--- config.mk ---
export PLATFORM = sky130hd
export DESIGN_NAME = tagged_block_allocator
export DESIGN_NICKNAME = d
export VERILOG_FILES = /design/src/hw/rtl/bta_pkg.sv /design/src/hw/rtl/tagged_block_allocator.sv /design/src/hw/rtl/bta_ram.sv /design/src/hw/rtl/bta_entry_unit.sv
export SDC_FILE = /design/constraint.sdc
export NUM_CORES = 1
export LEC_CHECK = 0
export ABC_AREA = 0
export BUFFER_PORTS_ARGS = -buffer_cell sky130_fd_sc_hd__buf_2
export CORE_ASPECT_RATIO = 1.75
export CORE_MARGIN = 1
export CORE_UTILIZATION = 40
export DETAILED_ROUTE_END_ITERATION = 7
export PLACE_DENSITY = 0.63
export SLEW_MARGIN = 20
export SYNTH_ARGS = -nofsm -noshare
export SYNTH_HDL_FRONTEND = slang
export SYNTH_SLANG_ARGS = --single-unit
export TNS_END_PERCENT = 30
--- constraint.sdc ---
create_clock -name clk -period 3.9 [get_ports clk]
set_clock_uncertainty 0.05 [all_clocks]
set_input_delay 0.195 -clock clk [delete_from_list [all_inputs] [get_ports clk]]
set_output_delay 0.195 -clock clk [all_outputs]
set_load 0.005 [all_outputs]
--- src/hw/rtl/bta_pkg.sv ---
package bta_pkg;

  localparam int BLOCKS   = 64;
  localparam int TAG_BITS = 16;

  localparam int NEED_W = 7;
  localparam int TAG_W  = 16;
  localparam int FREE_W = 7;

  localparam int IDX_BITS   = $clog2(BLOCKS);
  localparam int COUNT_BITS = $clog2(BLOCKS + 1);
  localparam int CMP_BITS   = (TAG_BITS > TAG_W) ? TAG_BITS : TAG_W;

  localparam int IN_DATA_W  = 8 * ((NEED_W + TAG_W + 7) / 8);
  localparam int OUT_DATA_W = 8 * ((TAG_W + FREE_W + 7) / 8);

  localparam logic [TAG_BITS-1:0] TAG_MAX = '1;

  typedef enum logic {
    OP_ALLOC   = 1'b0,
    OP_RECYCLE = 1'b1
  } opcode_t;

  typedef struct packed {
    logic                we;
    logic [TAG_BITS-1:0] wdata;
    logic                take;
    logic                hit;
  } entry_ctl_t;

endpackage

--- src/hw/rtl/tagged_block_allocator.sv ---
// First-fit block allocator over a 64-entry owner table. An allocate (tuser 0) of N
// blocks issues the next tag and gives it to the first N free entries; a recycle
// (tuser 1) frees every entry that holds the given tag. Every request returns one
// beat with the success flag, the issued tag and the free count. A request that
// passes the up-front checks walks the whole table through one read-modify-write
// pipeline on the table RAM, one entry per cycle, before its result is formed; a
// request rejected by the checks skips the walk and goes to its result. The table is
// usable straight after reset: per-entry valid flops make unwritten entries free.
module tagged_block_allocator (
  input  logic                            clk,
  input  logic                            rst,
  input  logic                            s_tvalid,
  output logic                            s_tready,
  input  logic [bta_pkg::IN_DATA_W-1:0]   s_tdata,   // block_count, owner_tag, zero pad
  input  logic                            s_tuser,   // opcode
  output logic                            m_tvalid,
  input  logic                            m_tready,
  output logic [bta_pkg::OUT_DATA_W-1:0]  m_tdata,   // issued_tag, free_blocks, zero pad
  output logic                            m_tuser    // success
);

  localparam int IW = bta_pkg::IDX_BITS;
  localparam int CB = bta_pkg::COUNT_BITS;
  localparam int PAD_W = bta_pkg::OUT_DATA_W - bta_pkg::TAG_W - bta_pkg::FREE_W;

  typedef enum logic [2:0] {
    ST_IDLE = 3'b001,
    ST_SCAN = 3'b010,
    ST_DONE = 3'b100
  } state_t;

  state_t                          state;
  bta_pkg::opcode_t                op_r;
  logic [bta_pkg::CMP_BITS-1:0]    key_r;
  logic [bta_pkg::TAG_BITS-1:0]    tag_r;
  logic [bta_pkg::TAG_BITS-1:0]    last_tag;
  logic [CB-1:0]                   free_count;
  logic [CB-1:0]                   left;
  logic [IW:0]                     scan_idx;
  logic                            pend;
  logic [IW-1:0]                   pidx;
  logic                            rd_vld;
  logic [bta_pkg::BLOCKS-1:0]      vld;
  logic                            res_ok;
  logic [bta_pkg::TAG_W-1:0]       res_tag;
  logic [bta_pkg::FREE_W-1:0]      res_free;

  logic [bta_pkg::NEED_W-1:0]      in_need;
  logic [bta_pkg::TAG_W-1:0]       in_tag;
  logic [bta_pkg::CMP_BITS-1:0]    in_key;
  logic                            alloc_bad;
  logic                            recyc_bad;
  logic                            accept;
  logic                            re;
  logic [IW-1:0]                   raddr;
  logic [bta_pkg::TAG_BITS-1:0]    rdata;
  logic                            scan_end;
  logic                            out_free;
  bta_pkg::entry_ctl_t             ctl;

  assign in_need  = s_tdata[bta_pkg::NEED_W-1:0];
  assign in_tag   = s_tdata[bta_pkg::NEED_W +: bta_pkg::TAG_W];
  assign in_key   = bta_pkg::CMP_BITS'(in_tag);
  assign alloc_bad = (in_need == '0) || (32'(in_need) > 32'(free_count))
                     || (last_tag == bta_pkg::TAG_MAX);
  assign recyc_bad = (in_tag == '0)
                     || (in_key > bta_pkg::CMP_BITS'(bta_pkg::TAG_MAX));

  assign s_tready = (state == ST_IDLE);
  assign accept   = s_tvalid && s_tready;
  assign scan_end = (scan_idx == (IW + 1)'(bta_pkg::BLOCKS));
  assign re       = (state == ST_SCAN) && !scan_end;
  assign raddr    = scan_idx[IW-1:0];
  assign out_free = !m_tvalid || m_tready;

  bta_ram #(
    .WIDTH (bta_pkg::TAG_BITS),
    .DEPTH (bta_pkg::BLOCKS)
  ) u_table (
    .clk   (clk),
    .we    (pend && ctl.we),
    .waddr (pidx),
    .wdata (ctl.wdata),
    .re    (re),
    .raddr (raddr),
    .rdata (rdata)
  );

  bta_entry_unit u_entry (
    .op        (op_r),
    .key       (key_r),
    .tag       (tag_r),
    .left_zero (left == '0),
    .ent_vld   (rd_vld),
    .ent_tag   (rdata),
    .ctl       (ctl)
  );

  always_ff @(posedge clk) begin
    if (rst) begin
      state      <= ST_IDLE;
      op_r       <= bta_pkg::OP_ALLOC;
      last_tag   <= '0;
      free_count <= CB'(bta_pkg::BLOCKS);
      vld        <= '0;
      pend       <= 1'b0;
      m_tvalid   <= 1'b0;
    end else begin
      if ((state == ST_DONE) && out_free) begin
        m_tvalid <= 1'b1;
      end else if (m_tready) begin
        m_tvalid <= 1'b0;
      end
      unique case (state)
        ST_IDLE: begin
          if (accept) begin
            op_r     <= bta_pkg::opcode_t'(s_tuser);
            key_r    <= in_key;
            scan_idx <= '0;
            pend     <= 1'b0;
            if (s_tuser == bta_pkg::OP_RECYCLE) begin
              res_ok <= 1'b0;
              state  <= recyc_bad ? ST_DONE : ST_SCAN;
            end else if (alloc_bad) begin
              res_ok <= 1'b0;
              state  <= ST_DONE;
            end else begin
              res_ok     <= 1'b1;
              tag_r      <= last_tag + 1'b1;
              last_tag   <= last_tag + 1'b1;
              free_count <= free_count - CB'(in_need);
              left       <= CB'(in_need);
              state      <= ST_SCAN;
            end
          end
        end
        ST_SCAN: begin
          if (re) begin
            rd_vld   <= vld[raddr];
            pidx     <= raddr;
            scan_idx <= scan_idx + 1'b1;
          end
          pend <= re;
          if (pend) begin
            if (ctl.we) begin
              vld[pidx] <= 1'b1;
            end
            if (ctl.take) begin
              left <= left - 1'b1;
            end
            if (ctl.hit) begin
              res_ok <= 1'b1;
              if (free_count < CB'(bta_pkg::BLOCKS)) begin
                free_count <= free_count + 1'b1;
              end
            end
          end
          if (scan_end && !pend) begin
            state <= ST_DONE;
          end
        end
        ST_DONE: begin
          if (out_free) begin
            m_tuser  <= res_ok;
            res_tag  <= (res_ok && op_r == bta_pkg::OP_ALLOC)
                        ? bta_pkg::TAG_W'(bta_pkg::CMP_BITS'(tag_r)) : '0;
            res_free <= bta_pkg::FREE_W'(free_count);
            state    <= ST_IDLE;
          end
        end
        default: state <= ST_IDLE;
      endcase
    end
  end

  assign m_tdata = {{PAD_W{1'b0}}, res_free, res_tag};

endmodule

--- src/hw/rtl/bta_ram.sv ---
module bta_ram #(
  parameter int WIDTH = 16,
  parameter int DEPTH = 64
) (
  input  logic                     clk,
  input  logic                     we,
  input  logic [$clog2(DEPTH)-1:0] waddr,
  input  logic [WIDTH-1:0]         wdata,
  input  logic                     re,
  input  logic [$clog2(DEPTH)-1:0] raddr,
  output logic [WIDTH-1:0]         rdata
);

  logic [WIDTH-1:0] mem [DEPTH];

  always_ff @(posedge clk) begin
    if (we) begin
      mem[waddr] <= wdata;
    end
    if (re) begin
      rdata <= mem[raddr];
    end
  end

endmodule

--- src/hw/rtl/bta_entry_unit.sv ---
module bta_entry_unit (
  input  bta_pkg::opcode_t                  op,
  input  logic [bta_pkg::CMP_BITS-1:0]      key,
  input  logic [bta_pkg::TAG_BITS-1:0]      tag,
  input  logic                              left_zero,
  input  logic                              ent_vld,
  input  logic [bta_pkg::TAG_BITS-1:0]      ent_tag,
  output bta_pkg::entry_ctl_t               ctl
);

  logic ent_free;
  logic ent_match;

  assign ent_free  = !ent_vld || (ent_tag == '0);
  assign ent_match = ent_vld && (bta_pkg::CMP_BITS'(ent_tag) == key);

  always_comb begin
    ctl = '0;
    unique case (op)
      bta_pkg::OP_ALLOC: begin
        ctl.take  = ent_free && !left_zero;
        ctl.we    = ctl.take;
        ctl.wdata = tag;
      end
      bta_pkg::OP_RECYCLE: begin
        ctl.hit   = ent_match;
        ctl.we    = ent_match;
        ctl.wdata = '0;
      end
      default: ctl = '0;
    endcase
  end

endmodule

Yosys cells after proc, flatten, opt, wreduce, memory -nomap -nowiden

Memory sizes are Yosys's and may differ from the RTL's. A register that Yosys moved wholly into a read port is not among the register bits.
Index checks and enable logic that the tools add are counted.

Bits in registers: 171
Memory bits (writable): 1024
Bits of input ports: 29
Output and inout bits: 27
Logic and storage cells: 130
Memories: 1

Add/subtract/negate cells: 5
Order comparisons: 6
Eq/ne operators: 16
Mux-type cells: 42
Bitwise gates (word level): 5
Reduce and logical (&&, ||, !) cells: 38

Memory list:

| memory      | depth | bits a word | rd ports | clocked after memory_dff | wr ports | line          | source |
|---|---|---|---|---|---|---|---|
| u_table.mem | 64    | 16          | 1        | 1                        | 1        | bta_ram.sv:14 | `logic [WIDTH-1:0] mem [DEPTH];` |

Operators with widths:

| cell                                                                         | count |
|---|---|
| 7-bit two-way mux                                                            | 13 |
| 64-bit OR                                                                    | 1 |
| 7-bit one-hot mux with 2 select lines                                        | 3 |
| 17-bit one-hot mux with 2 select lines                                       | 1 |
| 16-bit logical NOT                                                           | 2 |
| 3-bit two-way mux                                                            | 6 |
| 16-bit by 1-bit adder with 16-bit output, second input constant              | 1 |
| 16-bit == test                                                               | 1 |
| 16-bit == test, second input constant                                        | 1 |
| 16-bit greater-than comparator, second input constant                        | 1 |
| 3-bit AND reduction                                                          | 5 |
| 7-bit by 1-bit adder with 7-bit output, second input constant                | 2 |
| 7-bit logical NOT                                                            | 2 |
| 6-bit by 7-bit less-than comparator with 1-bit output, second input constant | 2 |
| 1-bit two-way mux                                                            | 14 |
| 2-bit inequality test, second input constant                                 | 7 |
| 7-bit AND reduction                                                          | 2 |
| 5-bit AND reduction                                                          | 2 |
| 1-bit logical AND                                                            | 9 |
| 3-bit one-hot mux with 3 select lines                                        | 1 |
| 4-bit AND reduction                                                          | 2 |
| 7-bit == test, second input constant                                         | 1 |
| 7-bit greater-than comparator                                                | 1 |
| 7-bit less-than comparator, second input constant                            | 1 |
| other kinds (15)                                                             | 31 |

Depth between registers and ports, before layout

Depth after elaboration: 7
Mapped depth: 10
Gate-level depth less buffers: 9

Modules after synthesis

A second synthesis with hierarchy kept.

Cell total of the unflattened synthesis: 2597
Area, all modules: 48084.9 µm²

By module, submodules not included:

| module                 | times used | cells each | area an instance (µm²) | seq. area each (µm²) |
|---|---|---|---|---|
| bta_ram                | 1          | 1835       | 40233.6                | 31230.0 |
| tagged_block_allocator | 1          | 714        | 7512.2                 | 4204.0 |
| bta_entry_unit         | 1          | 48         | 339.1                  | 0.0 |

Worst setup path after synthesis

Ideal clock, no wire load.

Path type: reg-to-reg
Start point: register free_count[3]
End point: register tag_r[0] (netlist name) (enable)
Setup time: 430 ps
Arrival time: 3153 ps
Data required time: 3420 ps
Slack: 267 ps
Stages on the path, launching flop included: 8
Buffers on the path: 1
Clock period less this slack: 3633 ps
Cell sequence: dfxtp_1 > ha_1 > o21a_1 > o31a_1 > a221oi_2 > buf_2 > or3_1 > nor4_1

Longest elaborated chain between the ends: 5

RTL lines:

| what                                 | line                          | source |
|---|---|---|
| from (decl)                          | tagged_block_allocator.sv:37  | `logic [CB-1:0] free_count;` |
| from (signal assigned)               | tagged_block_allocator.sv:104 | `free_count <= CB'(bta_pkg::BLOCKS);` |
| from (signal assigned)               | tagged_block_allocator.sv:131 | `free_count <= free_count - CB'(in_need);` |
| from (signal assigned)               | tagged_block_allocator.sv:154 | `free_count <= free_count + 1'b1;` |
| 7-bit greater-than comparator        | tagged_block_allocator.sv:64  | `assign alloc_bad = (in_need == '0) \|\| (32'(in_need) > 32'(free_count))` |
| 1-bit logical OR                     | tagged_block_allocator.sv:64  |  |
| 1-bit logical OR                     | tagged_block_allocator.sv:65  | `\|\| (last_tag == bta_pkg::TAG_MAX);` |
| 1-bit inverter (no source line)      | n/a                           |  |
| 5-bit AND reduction (no source line) | n/a                           |  |
| to (signal assigned)                 | tagged_block_allocator.sv:129 | `tag_r <= last_tag + 1'b1;` |
| to (decl)                            | tagged_block_allocator.sv:35  | `logic [bta_pkg::TAG_BITS-1:0] tag_r;` |

No other way between the ends.
A chain may end at the register's enable or synchronous reset.

Final worst setup path

Start point: register scan_idx[1]
End point: register u_table.rdata[9] (read register of u_table.mem) (data pin)

Longest elaborated chain between the ends: 3

RTL lines:

| what                   | line                          | source |
|---|---|---|
| from (decl)            | tagged_block_allocator.sv:39  | `logic [IW:0] scan_idx;` |
| from (signal assigned) | tagged_block_allocator.sv:141 | `scan_idx <= scan_idx + 1'b1;` |
| 7-bit == test          | tagged_block_allocator.sv:71  | `assign scan_end = (scan_idx == (IW + 1)'(bta_pkg::BLOCKS));` |
| 1-bit logical NOT      | tagged_block_allocator.sv:72  | `assign re = (state == ST_SCAN) && !scan_end;` |
| 1-bit logical AND      | tagged_block_allocator.sv:72  |  |
| to (decl)              | bta_ram.sv:11                 | `output logic [WIDTH-1:0] rdata` |

Parallel ways exist; a longest one is shown, timed or not.

==> impl_results.rst <==
.. list-table::
   :header-rows: 1

   * - Metric
     - Value
   * - Chip Height
     - 458.0 um
   * - Top cell type's share of synthesized area
     - 0.7062
   * - P&R area growth vs syn
     - 13.83%
   * - Run status
     - completed
   * - Count of port buffers added during placement
     - 53
   * - Endpoint of the worst-slack reg-to-reg timing path
     - u_table.rdata[9]
   * - Max IR drop VDD
     - 0.3492 mV
   * - Largest area contributor in the netlist
     - edfxtp_1
   * - Xor/xnor cell area share of the yosys netlist
     - 0.01142
   * - Tightest slew margin relative to the limit
     - 0.3384
   * - Number of DRC violations after detailed-routing iteration 0
     - 2002
   * - Post-place instance area
     - 0.05033 mm^2
   * - Reg-to-reg startpoint
     - scan_idx[1]
   * - Maximum number of buffers from clock root to sink
     - 3
   * - Crit path kind
     - reg -> reg
   * - Clock latency on the worst-skew pair
     - 0.69 ns
   * - Portion of the clock cycle consumed by the worst path in the final layout
     - 0.8878
   * - Slowest cell on crit path
     - edfxtp_1
   * - Multiplexer fraction of the synthesized cell area
     - 0.1613
   * - Placer Congestion
     - between 0.8 and 0.9
   * - Post-synthesis instance area
     - 0.04754 mm^2
   * - Layout cell share with drive strength beyond 1
     - 0.2845
   * - Drt total wl
     - 105300 um
   * - Resize count post-CTS
     - 0
   * - Start point of the worst hold path
     - rst
   * - Final Worst Setup Slack
     - 0.4377 ns
   * - Unrepaired setup endpoints after global routing
     - no
   * - Total grt overflow
     - 0
   * - IO Pins
     - between 50 and 60
   * - Final layout net count
     - between 2000 and 3000
   * - Achievable Freq
     - 288.8 MHz
   * - Cell Pwr Density
     - 473.7 mW/mm^2
   * - Routed wire length per instance
     - between 20 and 30 um
   * - Netlist cell types
     - 68
   * - Number of standard-cell rows in the floorplan
     - 167
   * - Syn_area_per_cell
     - 20.60 um^2
   * - Die width
     - 262.6 um
   * - Vias in the first global route
     - 23928
   * - Net switching fraction of the power
     - 0.1998
   * - Initial Util
     - 0.4027
   * - Post-Syn Nets
     - around 2400
   * - Combinational fraction of design power
     - 0.038
   * - Count of state elements after synthesis
     - 1211
   * - Adder-cell area share of the yosys netlist
     - 0.003843
   * - Share of the yosys chip area belonging to registers
     - 0.7454
   * - Synth Instances
     - 2308
   * - Largest net degree at the start of global routing
     - 77
   * - Leading register cell type out of synthesis
     - edfxtp_1
   * - Worst-case setup slack after placement
     - about 0.44 ns
   * - FF-to-FF path depth
     - 6
   * - Global-route wire length before repair
     - 157600 um
   * - Final instance area
     - roughly 0.054 mm^2
   * - WL met3
     - approximately 4400 um
   * - Total Negative Setup Slacks
     - 0 ns
   * - Count of yosys warnings during synthesis
     - 0
   * - Topmost layer with routed signal wires
     - met4
   * - Sort of element at the start of the critical path
     - flip-flop
   * - DR WL met2
     - 56110 um
   * - Data required time at the worst endpoint
     - between 4 and 5 ns
   * - DR vias
     - roughly 23000
   * - Leak
     - 17.59 nW
   * - Largest stage delay, worst path
     - 0.83 ns
   * - Final Max Tran Viols
     - 0
   * - Root buffer cell
     - clkbuf_16
   * - Internal
     - roughly 21 mW
   * - Ratio of routed vias to standard cells
     - 5.530
   * - Cell depth of the worst hold path
     - 2
   * - Hold Fails Final Rpt
     - 0
   * - Placed wire-length estimate
     - 67180 um
   * - Fraction of the mapped netlist area in compound gates
     - 0.02293
   * - Clock-pin slew on the worst setup and hold paths
     - 0.07 ns
   * - Main combinational cell family by area after synthesis
     - multiplexers
   * - Setup crit end kind
     - flip-flop
   * - Worst Tran Pin Value
     - 0.9902 ns
   * - Count of final setup violators
     - 0
   * - Total net switching power
     - 5.121 mW
   * - Hold WS
     - 0.08982 ns
   * - Worst endpoint data arrival time
     - 3.82 ns
   * - Sequential fraction of design power
     - 0.550
   * - Maxcap violations
     - 0
   * - Num CTS Buffers
     - just under 100
   * - Kind of path behind the tightest hold check
     - in -> reg
   * - First-pass DRT Iterations
     - 7
   * - Antenna violations before repair
     - 1
   * - # clock sinks
     - around 1200
   * - Simple-gate share of the synthesized area
     - 0.03522
   * - Share of flip-flops with an asynchronous set or reset after synthesis
     - 0
   * - Global-route usage over all layers
     - 0.1771
   * - H-tree levels
     - 3
   * - Top fanout value on the critical path
     - 31
   * - Top area cells in the synthesized netlist
     - edfxtp_1, mux4_2, dfxtp_1
   * - Post-route DRC violation count
     - 0
   * - Clock power frac
     - 0.412
   * - Setup slack, reg-to-reg
     - 0.44 ns
   * - TritonCTS clock tree
     - built
   * - Layout filler cell count
     - around 9700
   * - Endpoint, Worst Hold
     - vld[37]
   * - Met1 routed wirelength after detailed routing
     - 39990 um
   * - Total die area
     - between 0.1 and 0.15 mm^2
   * - Count of flip-flops with a built-in enable after synthesis
     - between 1000 and 1500
   * - Minimum period implied by the final worst setup slack
     - 3.462 ns
   * - Core box area
     - 0.1181 mm^2
   * - Final antenna-violating net count
     - 0
   * - Series of cell instances along the critical path
     - buf_4 -> buf_4 -> mux4_2 -> mux4_2 -> a22oi_1 -> nand2_1
## sequential cells by signal (all words and copies together) (netlist names)
name,flops
res_free,7
pidx,6
tag_r,16
m_tvalid,1
vld,64
state,3
u_table.rdata,16
left,7
m_tuser,1
op_r,1
scan_idx,7
pend,1
last_tag,16
res_tag,16
rd_vld,1
key_r,16
res_ok,1
free_count,7
u_table.mem,1024
## kinds of logic (layout without fill, tap and decap cells)
kind of cell,count (synthesis),after routing
multiplexers,341,341
adder cells (fa/ha/maj),14,14
flip-flops,1211,1211
AND/OR/NAND/NOR,309,309
XOR/XNOR,62,62
buffers and inverters,212,470
AO/OA/AOI/OAI,158,158
other,1,2
## worst max path at each step
stage / from / to / slack [ns]
CTS: scan_idx[1] / u_table.rdata[9] / 0.41
floorplan: free_count[3] / tag_r[0] / 0.27
global route: scan_idx[1] / u_table.rdata[9] / 0.36
global placement: scan_idx[1] / u_table.rdata[9] / 0.46
finish: scan_idx[1] / u_table.rdata[9] / 0.44
detailed placement: scan_idx[1] / u_table.rdata[9] / 0.44
## synth_stat cells (4+ instances only)
library cell	instances
or2_2	4
and2_1	19
clkbuf_1	63
nand2b_1	6
nor3_1	6
nor2_1	114
mux4_2	340
buf_1	24
nand2_1	44
nor3_2	7
inv_1	80
nand4_1	6
a22oi_1	34
nor2b_1	23
ha_1	13
nand3_1	18
xor2_1	27
buf_4	21
nor4_1	18
xnor2_1	35
nand3b_1	4
dfxtp_1	93
edfxtp_1	1118
and3_1	6
or3_1	11
buf_6	6
a21oi_1	17
o21ai_0	13
o22ai_1	67
buf_2	18
## cell usage in the layout (no fill, tap or decap), drive strengths merged, types with 14 or more instances in the layout
| master | n |
|---|---|
| a21oi | 17 |
| a22oi | 34 |
| and2 | 19 |
| buf | 180 |
| bufinv | 18 |
| clkbuf | 110 |
| clkinv | 43 |
| dfxtp | 93 |
| dlygate4sd3 | 27 |
| edfxtp | 1118 |
| inv | 85 |
| mux4 | 340 |
| nand2 | 44 |
| nand3 | 22 |
| nor2 | 115 |
| nor2b | 23 |
| nor4 | 20 |
| o21ai | 14 |
| o22ai | 67 |
| xnor2 | 35 |
| xor2 | 27 |
## area by class of cell
class | instances | area (um^2) | area share
antenna | 1 | 2.502 | 0.00004625
clock buffer | 110 | 2604 | 0.04812
clock inverter | 73 | 844.6 | 0.01561
inverter | 80 | 300.3 | 0.005550
multi-input combinational | 885 | 11310 | 0.2089
sequential | 1211 | 35440 | 0.6549
tap | 1521 | 1903 | 0.03517
timing repair buffer | 207 | 1714 | 0.03168
## repair_timing
action	4_1_cts	5_1_grt
setup buffers	0	0
hold buffers	27	0
hold endpoints to repair	30	0
## per-layer routing
layer,vias to the layer above,global-route usage
li1,9779,-
met1,12067,0.2097
met2,590,0.3176
met3,170,0.02328
met4,0,0.08416
met5,-,0
## per-stage QoR
step / total power [mW] / std cells / utilization
6_report: 25.63 / 4088 / 0.4583
5_1_grt: 26.36 / 4088 / 0.4583
4_1_cts: 25.87 / 4085 / 0.4578
3_5_place_dp: 15.33 / 3875 / 0.4263
3_3_place_gp: 15.31 / 3873 / 0.4259
2_1_floorplan: 15.00 / 2308 / -
## worst max-delay path: cells and delay by family, from the launching register on
family	cells	cell delay [ns]
muxes	2	0.85
and+or+nand+nor	1	0.12
DFF	1	0.83
AOI/OAI and AO/OA	1	0.38
buffers and inverters	2	0.93
## power groups by stage
stage	clock [mW]	sequential (mW)	combinational (mW)
after detailed placement	0	14.4	0.952
final	10.6	14.1	0.972
after floorplan	0	14.4	0.629
after global placement	0	14.4	0.930
after CTS	10.8	14.1	0.977
after global routing	11.2	14.1	1.03
Power figures use the tool's default switching activity.
